==> src/rtl/cwlp_pkg.sv <==
// ---------------------------------------------------------------------------
// cwlp_pkg
// types and fixed constants of the colour window line position block
// ---------------------------------------------------------------------------
package cwlp_pkg;

  localparam int MAX_SENSORS = 5;
  localparam int SENSOR_W    = 10;
  localparam int BOUND_W     = 11;
  localparam int PACK_W      = MAX_SENSORS * BOUND_W;
  localparam int CFG_DATA_W  = PACK_W;
  localparam int CFG_IDX_W   = 3;
  localparam int WEIGHT_W    = 13;  // reading times outer gain, 1023 * 6
  localparam int PLACE_W     = 13;  // sensor place, up to 5000
  localparam int MOMENT_W    = WEIGHT_W + PLACE_W;
  localparam int WSUM_W      = 14;  // two outer lanes at gain plus three plain
  localparam int MSUM_W      = 26;
  localparam int POS_W       = 13;
  localparam int DIV_W       = MSUM_W + 1;
  localparam int SPACING     = 1000;
  localparam int EDGE_GAIN   = 6;
  localparam int LATENCY     = POS_W + 2;  // lane, merge, one divider stage per bit

  localparam logic [BOUND_W-1:0] BLACK_LOW_RESET  = 11'd300;
  localparam logic [BOUND_W-1:0] BLACK_HIGH_RESET = 11'd1500;

  typedef enum logic [CFG_IDX_W-1:0] {
    CFG_BLACK_LOW       = 3'd0,
    CFG_BLACK_HIGH      = 3'd1,
    CFG_GREEN_LOW_PACK  = 3'd2,
    CFG_GREEN_HIGH_PACK = 3'd3,
    CFG_BROWN_LOW_PACK  = 3'd4,
    CFG_BROWN_HIGH_PACK = 3'd5
  } cfg_index_t;

  typedef struct packed {
    logic [SENSOR_W-1:0] sensor_0;
    logic [SENSOR_W-1:0] sensor_1;
    logic [SENSOR_W-1:0] sensor_2;
    logic [SENSOR_W-1:0] sensor_3;
    logic [SENSOR_W-1:0] sensor_4;
  } frame_t;

  typedef struct packed {
    logic [POS_W-1:0] position;
    logic             line_found;
    logic             green_line;
    logic             brown_seen;
  } result_t;

  typedef struct packed {
    logic [BOUND_W-1:0] lo;
    logic [BOUND_W-1:0] hi;
  } window_t;

  typedef struct packed {
    logic                hit;
    logic                green;
    logic                brown;
    logic [WEIGHT_W-1:0] weight;
    logic [MOMENT_W-1:0] moment;
  } lane_out_t;

  typedef struct packed {
    logic              found;
    logic              green;
    logic              brown;
    logic [WSUM_W-1:0] wsum;
    logic [MSUM_W-1:0] msum;
  } merge_out_t;

  typedef struct packed {
    logic [MSUM_W-1:0] rem;
    logic [WSUM_W-1:0] divisor;
    logic [POS_W-1:0]  quot;
    logic              found;
    logic              green;
    logic              brown;
  } div_stage_t;

endpackage

==> src/rtl/color_window_line_position.sv <==
// ---------------------------------------------------------------------------
// color_window_line_position
// line position from a reflectance array with black, green and brown windows
// ---------------------------------------------------------------------------
//
// channel   direction  handshake              payload
// frame     in         start high, busy low   cwlp_pkg::frame_t, five readings
// result    out        done strobe, 1 cycle   cwlp_pkg::result_t
// cfg       in         cfg_valid & cfg_ready  cfg_index, cfg_data
//
// one frame per clock while busy is low; a result passes one lane stage, one
// merge stage and thirteen divider stages, one per quotient bit, on its way
// to the ports; LATENCY in cwlp_pkg counts these stages
// synchronous reset clears the stage valids and loads the window registers;
// busy is high for the cycle after each reset cycle and low otherwise
// the result side has no back-pressure, done and result last one cycle
// ---------------------------------------------------------------------------
module color_window_line_position #(
  parameter int NUM_SENSORS = 5
) (
  input  logic                                   clk,
  input  logic                                   rst,
  // frame channel
  input  logic                                   start,
  output logic                                   busy,
  input  cwlp_pkg::frame_t                       frame,
  // result channel
  output logic                                   done,
  output cwlp_pkg::result_t                      result,
  // configuration write channel
  input  logic                                   cfg_valid,
  output logic                                   cfg_ready,
  input  logic [cwlp_pkg::CFG_IDX_W-1:0]         cfg_index,
  input  logic [cwlp_pkg::CFG_DATA_W-1:0]        cfg_data
);

  // window registers
  logic [cwlp_pkg::BOUND_W-1:0] black_low;
  logic [cwlp_pkg::BOUND_W-1:0] black_high;
  logic [cwlp_pkg::PACK_W-1:0]  green_low_pack;
  logic [cwlp_pkg::PACK_W-1:0]  green_high_pack;
  logic [cwlp_pkg::PACK_W-1:0]  brown_low_pack;
  logic [cwlp_pkg::PACK_W-1:0]  brown_high_pack;

  logic                          accept;
  logic                          lane_valid;
  logic [cwlp_pkg::SENSOR_W-1:0] reading [cwlp_pkg::MAX_SENSORS];
  cwlp_pkg::window_t             black_win;
  cwlp_pkg::lane_out_t           lane_res [NUM_SENSORS];
  logic                          merge_valid;
  cwlp_pkg::merge_out_t          merged;

  // configuration writes are always taken; indexes past the list are dropped
  assign cfg_ready = 1'b1;

  always_ff @(posedge clk) begin
    if (rst) begin
      black_low       <= cwlp_pkg::BLACK_LOW_RESET;
      black_high      <= cwlp_pkg::BLACK_HIGH_RESET;
      green_low_pack  <= '0;
      green_high_pack <= '0;
      brown_low_pack  <= '0;
      brown_high_pack <= '0;
    end else if (cfg_valid && cfg_ready) begin
      case (cwlp_pkg::cfg_index_t'(cfg_index))
        cwlp_pkg::CFG_BLACK_LOW:       black_low       <= cfg_data[cwlp_pkg::BOUND_W-1:0];
        cwlp_pkg::CFG_BLACK_HIGH:      black_high      <= cfg_data[cwlp_pkg::BOUND_W-1:0];
        cwlp_pkg::CFG_GREEN_LOW_PACK:  green_low_pack  <= cfg_data;
        cwlp_pkg::CFG_GREEN_HIGH_PACK: green_high_pack <= cfg_data;
        cwlp_pkg::CFG_BROWN_LOW_PACK:  brown_low_pack  <= cfg_data;
        cwlp_pkg::CFG_BROWN_HIGH_PACK: brown_high_pack <= cfg_data;
        default: ;
      endcase
    end
  end

  // the pipeline never stalls, busy is a registered copy of rst
  always_ff @(posedge clk) begin
    busy <= rst;
  end

  assign accept = start && !busy;

  always_ff @(posedge clk) begin
    if (rst) begin
      lane_valid <= 1'b0;
    end else begin
      lane_valid <= accept;
    end
  end

  // readings by sensor number, sensor 0 leftmost
  assign reading[0] = frame.sensor_0;
  assign reading[1] = frame.sensor_1;
  assign reading[2] = frame.sensor_2;
  assign reading[3] = frame.sensor_3;
  assign reading[4] = frame.sensor_4;

  assign black_win.lo = black_low;
  assign black_win.hi = black_high;

  // one lane per sensor; the two end lanes take the green gain
  for (genvar i = 0; i < NUM_SENSORS; i++) begin : g_lane
    localparam logic [cwlp_pkg::PLACE_W-1:0] PLACE =
      cwlp_pkg::PLACE_W'((i + 1) * cwlp_pkg::SPACING);
    localparam logic OUTER = (i == 0) || (i == NUM_SENSORS - 1);

    cwlp_pkg::window_t green_win;
    cwlp_pkg::window_t brown_win;

    assign green_win.lo = green_low_pack[i*cwlp_pkg::BOUND_W +: cwlp_pkg::BOUND_W];
    assign green_win.hi = green_high_pack[i*cwlp_pkg::BOUND_W +: cwlp_pkg::BOUND_W];
    assign brown_win.lo = brown_low_pack[i*cwlp_pkg::BOUND_W +: cwlp_pkg::BOUND_W];
    assign brown_win.hi = brown_high_pack[i*cwlp_pkg::BOUND_W +: cwlp_pkg::BOUND_W];

    cwlp_lane u_lane (
      .clk      (clk),
      .value    (reading[i]),
      .outer    (OUTER),
      .place    (PLACE),
      .black    (black_win),
      .green    (green_win),
      .brown    (brown_win),
      .lane_out (lane_res[i])
    );
  end

  // sums and flags across the lanes
  cwlp_merge #(
    .NUM_LANES (NUM_SENSORS)
  ) u_merge (
    .clk       (clk),
    .rst       (rst),
    .in_valid  (lane_valid),
    .lanes     (lane_res),
    .out_valid (merge_valid),
    .merged    (merged)
  );

  // centroid: moment sum over weight sum, truncated
  cwlp_div u_div (
    .clk      (clk),
    .rst      (rst),
    .in_valid (merge_valid),
    .merged   (merged),
    .done     (done),
    .result   (result)
  );

endmodule

==> src/rtl/cwlp_lane.sv <==
// ---------------------------------------------------------------------------
// cwlp_lane
// one sensor: window checks, weight and moment, registered
// ---------------------------------------------------------------------------
module cwlp_lane (
  input  logic                                 clk,
  input  logic [cwlp_pkg::SENSOR_W-1:0]        value,
  input  logic                                 outer,
  input  logic [cwlp_pkg::PLACE_W-1:0]         place,
  input  cwlp_pkg::window_t                    black,
  input  cwlp_pkg::window_t                    green,
  input  cwlp_pkg::window_t                    brown,
  output cwlp_pkg::lane_out_t                  lane_out
);

  logic [cwlp_pkg::BOUND_W-1:0]  v_ext;
  logic                          in_black;
  logic                          in_green;
  logic                          in_brown;
  logic [cwlp_pkg::WEIGHT_W-1:0] weight;
  cwlp_pkg::lane_out_t           lane_next;

  assign v_ext = cwlp_pkg::BOUND_W'(value);

  // inclusive bounds, an inverted window holds nothing
  assign in_black = (v_ext >= black.lo) && (v_ext <= black.hi);
  assign in_green = (v_ext >= green.lo) && (v_ext <= green.hi);
  assign in_brown = (v_ext >= brown.lo) && (v_ext <= brown.hi);

  always_comb begin
    if (in_green && outer) begin
      weight = cwlp_pkg::WEIGHT_W'(value * cwlp_pkg::EDGE_GAIN);
    end else if (in_green || in_black) begin
      weight = cwlp_pkg::WEIGHT_W'(value);
    end else begin
      weight = '0;
    end
  end

  always_comb begin
    lane_next.hit    = in_black || in_green;
    lane_next.green  = in_green;
    lane_next.brown  = in_brown;
    lane_next.weight = weight;
    lane_next.moment = cwlp_pkg::MOMENT_W'(weight * place);
  end

  always_ff @(posedge clk) begin
    lane_out <= lane_next;
  end

endmodule

==> src/rtl/cwlp_merge.sv <==
// ---------------------------------------------------------------------------
// cwlp_merge
// combines lane results: weight and moment sums, flags
// ---------------------------------------------------------------------------
module cwlp_merge #(
  parameter int NUM_LANES = 5
) (
  input  logic                  clk,
  input  logic                  rst,
  input  logic                  in_valid,
  input  cwlp_pkg::lane_out_t   lanes [NUM_LANES],
  output logic                  out_valid,
  output cwlp_pkg::merge_out_t  merged
);

  cwlp_pkg::merge_out_t merged_next;
  logic                 any_hit;

  always_comb begin
    merged_next.wsum  = '0;
    merged_next.msum  = '0;
    merged_next.green = 1'b0;
    merged_next.brown = 1'b1;
    any_hit           = 1'b0;
    for (int i = 0; i < NUM_LANES; i++) begin
      merged_next.wsum  = merged_next.wsum + cwlp_pkg::WSUM_W'(lanes[i].weight);
      merged_next.msum  = merged_next.msum + cwlp_pkg::MSUM_W'(lanes[i].moment);
      merged_next.green = merged_next.green | lanes[i].green;
      merged_next.brown = merged_next.brown & lanes[i].brown;
      any_hit           = any_hit | lanes[i].hit;
    end
    merged_next.found = any_hit && (merged_next.wsum != '0);
  end

  always_ff @(posedge clk) begin
    if (rst) begin
      out_valid <= 1'b0;
    end else begin
      out_valid <= in_valid;
    end
  end

  always_ff @(posedge clk) begin
    merged <= merged_next;
  end

endmodule

==> src/rtl/cwlp_div.sv <==
// ---------------------------------------------------------------------------
// cwlp_div
// pipelined restoring divider, one quotient bit per stage
// ---------------------------------------------------------------------------
module cwlp_div (
  input  logic                  clk,
  input  logic                  rst,
  input  logic                  in_valid,
  input  cwlp_pkg::merge_out_t  merged,
  output logic                  done,
  output cwlp_pkg::result_t     result
);

  localparam int STAGES = cwlp_pkg::POS_W;

  cwlp_pkg::div_stage_t stg [STAGES+1];
  logic                 vld [STAGES+1];

  always_comb begin
    stg[0].rem     = merged.msum;
    stg[0].divisor = merged.wsum;
    stg[0].quot    = '0;
    stg[0].found   = merged.found;
    stg[0].green   = merged.green;
    stg[0].brown   = merged.brown;
    vld[0]         = in_valid;
  end

  for (genvar k = 0; k < STAGES; k++) begin : g_stage
    localparam int BIT = STAGES - 1 - k;

    logic [cwlp_pkg::DIV_W-1:0] rem_ext;
    logic [cwlp_pkg::DIV_W-1:0] trial;
    logic                       ge;
    cwlp_pkg::div_stage_t       stg_next;

    // quotient stays below 2**POS_W, so the remainder fits each trial
    assign rem_ext = cwlp_pkg::DIV_W'(stg[k].rem);
    assign trial   = cwlp_pkg::DIV_W'(stg[k].divisor) << BIT;
    assign ge      = rem_ext >= trial;

    always_comb begin
      stg_next = stg[k];
      if (ge) begin
        stg_next.rem = cwlp_pkg::MSUM_W'(rem_ext - trial);
      end
      stg_next.quot[BIT] = ge;
    end

    always_ff @(posedge clk) begin
      if (rst) begin
        vld[k+1] <= 1'b0;
      end else begin
        vld[k+1] <= vld[k];
      end
    end

    always_ff @(posedge clk) begin
      stg[k+1] <= stg_next;
    end
  end

  assign done              = vld[STAGES];
  assign result.position   = stg[STAGES].found ? stg[STAGES].quot : '0;
  assign result.line_found = stg[STAGES].found;
  assign result.green_line = stg[STAGES].green;
  assign result.brown_seen = stg[STAGES].brown;

endmodule

==> config.mk <==
export PLATFORM = sky130hd
export DESIGN_NAME = color_window_line_position
export DESIGN_NICKNAME = d
export VERILOG_FILES = /design/src/rtl/cwlp_pkg.sv /design/src/rtl/color_window_line_position.sv /design/src/rtl/cwlp_lane.sv /design/src/rtl/cwlp_merge.sv /design/src/rtl/cwlp_div.sv
export SDC_FILE = /design/constraint.sdc
export NUM_CORES = 2
export LEC_CHECK = 0
export ABC_AREA = 1
export BUFFER_PORTS_ARGS = -buffer_cell sky130_fd_sc_hd__buf_2
export CAP_MARGIN = 5
export CELL_PAD_IN_SITES_DETAIL_PLACEMENT = 0
export CELL_PAD_IN_SITES_GLOBAL_PLACEMENT = 2
export CORE_ASPECT_RATIO = 1.25
export CORE_MARGIN = 2
export CORE_UTILIZATION = 39
export DETAILED_ROUTE_END_ITERATION = 8
export PLACE_DENSITY = 0.79
export SYNTH_ARGS = -nofsm -noshare
export SYNTH_HDL_FRONTEND = slang
export SYNTH_SLANG_ARGS = --single-unit
export TNS_END_PERCENT = 1
==> constraint.sdc <==
create_clock -name clk -period 8.5 [get_ports clk]
set_input_delay 2.125 -clock clk [delete_from_list [all_inputs] [get_ports clk]]
set_output_delay 2.125 -clock clk [all_outputs]
set_load 0.01 [all_outputs]
# Word-level counts from Yosys, hierarchy flattened
# Index checks and enable logic that the tools add are counted.
[totals]
regBits = 1094
input_bits = 112
output_inout_bits = 19
elab_cells = 266
[op_classes]
addsub = 20
multipliers = 7
order_cmp = 43
n_eq_ne = 5
n_mux = 20
n_bitwise = 12
n_reduce_logical = 31
[op_table]
columns = ["op", "n"]
rows = [
  ["$mux 26", 12],
  ["$ge 10x11->1", 15],
  ["$le 10x11->1", 15],
  ["$add 26x26->26", 4],
  ["$mux 10", 5],
  ["$mux 13", 3],
  ["$mul 10x7->17 const B", 2],
  ["$add 14x10->14", 2],
  ["$ge 26x14->1", 1],
  ["$ge 26x15->1", 1],
  ["$ge 26x16->1", 1],
  ["$ge 26x17->1", 1],
  ["$ge 26x18->1", 1],
  ["$ge 26x19->1", 1],
  ["$ge 26x20->1", 1],
  ["$ge 26x21->1", 1],
  ["$ge 26x22->1", 1],
  ["$ge 26x23->1", 1],
  ["$ge 26x24->1", 1],
  ["$ge 26x25->1", 1],
  ["$ge 26x26->1", 1],
  ["$sub 26x15->26", 1],
  ["$sub 26x16->26", 1],
  ["$sub 26x17->26", 1],
  ["26 further kinds", 64],
]

# Logic depth before layout (Yosys ltp)
[depth]
ltp_word = 6
mapped_depth = 35
mapped_depth_nobuf = 34

# Cells and area by module
# From an unflattened synthesis, not the netlist that was laid out.
[unflattened]
cells_unflattened = 12383
area_unflattened_um2 = 92114.6
[by_module_without_submodules]
columns = ["module", "instances", "cells_each", "area_each_um2", "seq_area_each_um2"]
rows = [
  ["cwlp_div", 1, 4214, 30236.5, 12472.0],
  ["cwlp_lane (g_lane[0].u_lane ...)", 2, 1208, 9277.6, 840.8],
  ["cwlp_lane (g_lane[3].u_lane ...)", 2, 1211, 9243.9, 840.8],
  ["color_window_line_position", 1, 1381, 9545.4, 4884.7],
  ["cwlp_lane (g_lane[2].u_lane)", 1, 1217, 9198.8, 840.8],
  ["cwlp_merge", 1, 733, 6090.8, 880.8],
]

# Worst setup path after synthesis
# No wires, ideal clock.
[synth_timing]
kind = "input port to flip-flop"
start = "input port frame[29] (netlist name)"
end = "register g_lane[2].u_lane.lane_out[15] (netlist name)"
setup_time_ns = 0.112
arrival_time_ns = 6.972
required_time_ns = 8.388
path_slack_ns = 1.415
stages = 24
n_path_buf = 0
cell_sequence = "ha_1 > inv_1 > nor2_1 > inv_1 > nor2_1 > nand4_1 > o21ai_0 > nand2_1 > a21boi_0 > fa_1 > inv_1 > fa_1 > fa_1 > fa_1 > inv_1 > ha_1 > a21oi_1 > inv_1 > a31oi_1 > o21ai_0 > nand3_1 > nand2_1 > nand2_1 > nand2_1"
[synth_rtl]
columns = ["item", "line", "source"]
rows = [
  ["start: declaration", "color_window_line_position.sv:26", "input cwlp_pkg::frame_t frame,"],
  ["end signal: assignment", "cwlp_lane.sv:49", "lane_out <= lane_next;"],
  ["end: declaration", "cwlp_lane.sv:13", "output cwlp_pkg::lane_out_t lane_out"],
]

==> results.yml <==
place:
  place_hpwl_um: 143000
  gp_congestion: 0.857
  port_buffers: 129
  placed_area_um2: 64500
synth:
  ys_ff_latch: 1031
  synth.area.top_cells: "dfxtp_1, ha_1, nand2_1, fa_1, inv_1"
  synth_top_family_by_area: "adder cells"
  synth_edf_count: 0
  synthMostInstantiatedCell: "nand2_1"
  synth_common_cells: "nand2_1, inv_1, dfxtp_1"
  synth_cell_type_count: 61
  synth_top_area_share_pct: 33.5
  synthCells: 7713
  synthAdderAreaFrac_pct: 24.6
  synth-compound-area-share_pct: 11.8
  yosysSeqAreaShare_pct: 33.5
  syn-cell-area_um2: 61700
  ys.flop_type: "dfxtp_1"
  synth_mux_area_share_pct: 0
  synth_nets: 8878
  async_flop_share_pct: 0
  synthSimpleGateAreaFrac_pct: 18.0
  synth_top_area_cell: "dfxtp_1"
  synthXorXnorAreaFrac_pct: 3.11
  avgSynthCellArea_um2: 8.00
  yosys_warnings: 0
floorplan:
  die_width_um: 360
  initial_core_util_pct: 39.2
  dieArea_um2: 161000
  rows: 163
  core_um2: 157000
  ioPinCount: 131
  die_h_um: 449
flow_run:
  cap_violations: 0
setup_path:
  startpoint_type: "primary input"
  worstPathArrival_ns: 7.96
  crit_type: "in -> reg"
  slowest_delay_ns: 0.51
  critPathCaptureType: "flop"
  worstPathMaxFanout: 11
  cpMostUsedCell: "nand2_1"
  required_ns: 9.12
  critPathSlowestCell: "fa_1"
cts:
  cts_htree_levels: 3
  cts_made_buffers: 113
  cts_tree: "built"
  cts.clk_slew.worst_paths_ns: 0.06
  holdBufCountCts: 0
  post_cts_buffers: 0
  clockBufferDepth: 3
  clkSinkCount: 1031
  ctsResizeCount: 0
  cts-root-buf: "clkbuf_16"
  clk_latency_ns: 0.77
outcome:
  status: "finished clean"
sta:
  fin_crit_sh_pct: 86.3
  finalMaxSlewViolations: 0
  max_slew_margin_pct: 11.3
  setup_tns_ns: 0
  setup_viol: 0
  fmax_mhz: 136
  min_period_ns: 7.34
  grt_setup_unrepaired: "no"
  max_slew.worst_pin.slew_ns: 1.32
  skew_ns: 0.0607
  hold_viol: 0
  whs_ns: 0.284
cells_and_area:
  design_area_um2: 68700
  post-route-util_pct: 43.6
  area.growth.synth_to_final_pct: 11.4
  antennaDiodeCount: 0
  layout-drive-gt1-share_pct: 6.09
  layout.nets: 9033
routing:
  drt_iter0_markers: 2252
  num_vias: 48500
  wl_per_cell_um: 17.5
  first_pass_iters: 5
  via_per_inst: 4.84
  routed_wl_um: 176000
  drc: 0
  final_antenna_net_count: 0
grt:
  grt_usage_pct: 21.6
  grt_pass1_wl_um: 274000
  grt_max_degree: 198
  gr-total-overflow: 0
  grt_pass1_vias: 49200
  antenna_found_initial: 4
min_path:
  hp-class: "reg -> reg"
[metal layers]
metal	vias to the layer above	track usage, %	routed length, µm
met5	-	0	14
met4	2	7.33	5500
met3	231	2.14	4470
met2	594	40.9	91900
met1	22500	25.0	73800
li1	25200	-	-
[registers in the layout, summed over array words and instances, names as in the netlist, 11 cells and up]
register / flops
black_high: 11
black_low: 11
brown_high_pack: 55
brown_low_pack: 55
g_lane.u_lane.lane_out: 156
green_high_pack: 55
green_low_pack: 55
u_div.g_stage.rem_ext: 279
u_div.g_stage.stg_next: 282
u_div.stg: 13
u_div.vld: 12
u_merge.merged: 40
[worst max-delay path, delay by kind of cell]
| kind | cells | cell delay [ns] |
|---|---|---|
| simple gates | 14 | 1.76 |
| buf+inv | 7 | 0.83 |
| fa+ha+maj | 7 | 2.71 |
| compound gates | 2 | 0.53 |
[cell families (layout without fill, tap and decap cells)]
group | Yosys count | after routing
fa+ha+maj | 1053 | 1053
flops | 1031 | 1031
buf+inv | 1420 | 1674
xor+xnor | 219 | 219
other cells | 1 | 1
simple gates | 2650 | 2650
compound gates | 1339 | 1339
[placed cells by master (no fill, tap or decap), types with 22 or more instances in the layout]
master     instances
nor3_1            61
inv_1           1279
ha_1             789
nand3b_1          33
xor2_1           124
a21oi_1          626
clkbuf_16        113
nor2_1           545
dfxtp_1         1031
o21ai_0          455
a21o_1            44
nand2_1         1508
o21ai_1           43
fa_1             264
o21ai_2           33
nand3_1          315
buf_4             30
o21bai_1          22
xnor2_1           95
nand4_1          111
buf_2            129
[path summary, 6_finish.rpt]
kind,startpoint,end,slack (ns),depth (start not counted)
max,frame[0],g_lane[4].u_lane.lane_out[25],1.16,30
min,u_div.g_stage[3].stg_next[15],u_div.g_stage[4].stg_next[15],0.28,0
max reg2reg,black_high[2],g_lane[4].u_lane.lane_out[25],2.25,28
min reg2reg,u_div.g_stage[3].stg_next[15],u_div.g_stage[4].stg_next[15],0.28,0
[stage by stage]
step / std cells / worst slack [ns]
final: 10000 / 1.16
after global routing: 10000 / 0.698
after CTS: 10000 / 1.10
after detailed placement: 9815 / 0.316
after global placement: 9815 / 0.378
after floorplan: 7713 / 1.42
[final cells by class]
| type | count | area [µm²] |
|---|---|---|
| Inverter | 1300 | 4890 |
| Sequential cell | 1031 | 20600 |
| Timing Repair Buffer | 160 | 891 |
| Tap cell | 2062 | 2580 |
| Fill cell | 16200 | 88800 |
| Multi-Input combinational cell | 5262 | 35500 |
| Clock buffer | 141 | 3060 |
| Clock inverter | 73 | 1110 |
Power is not shown: default switching activity piles up to over one toggle a cycle in this logic, so the estimate is an artifact.
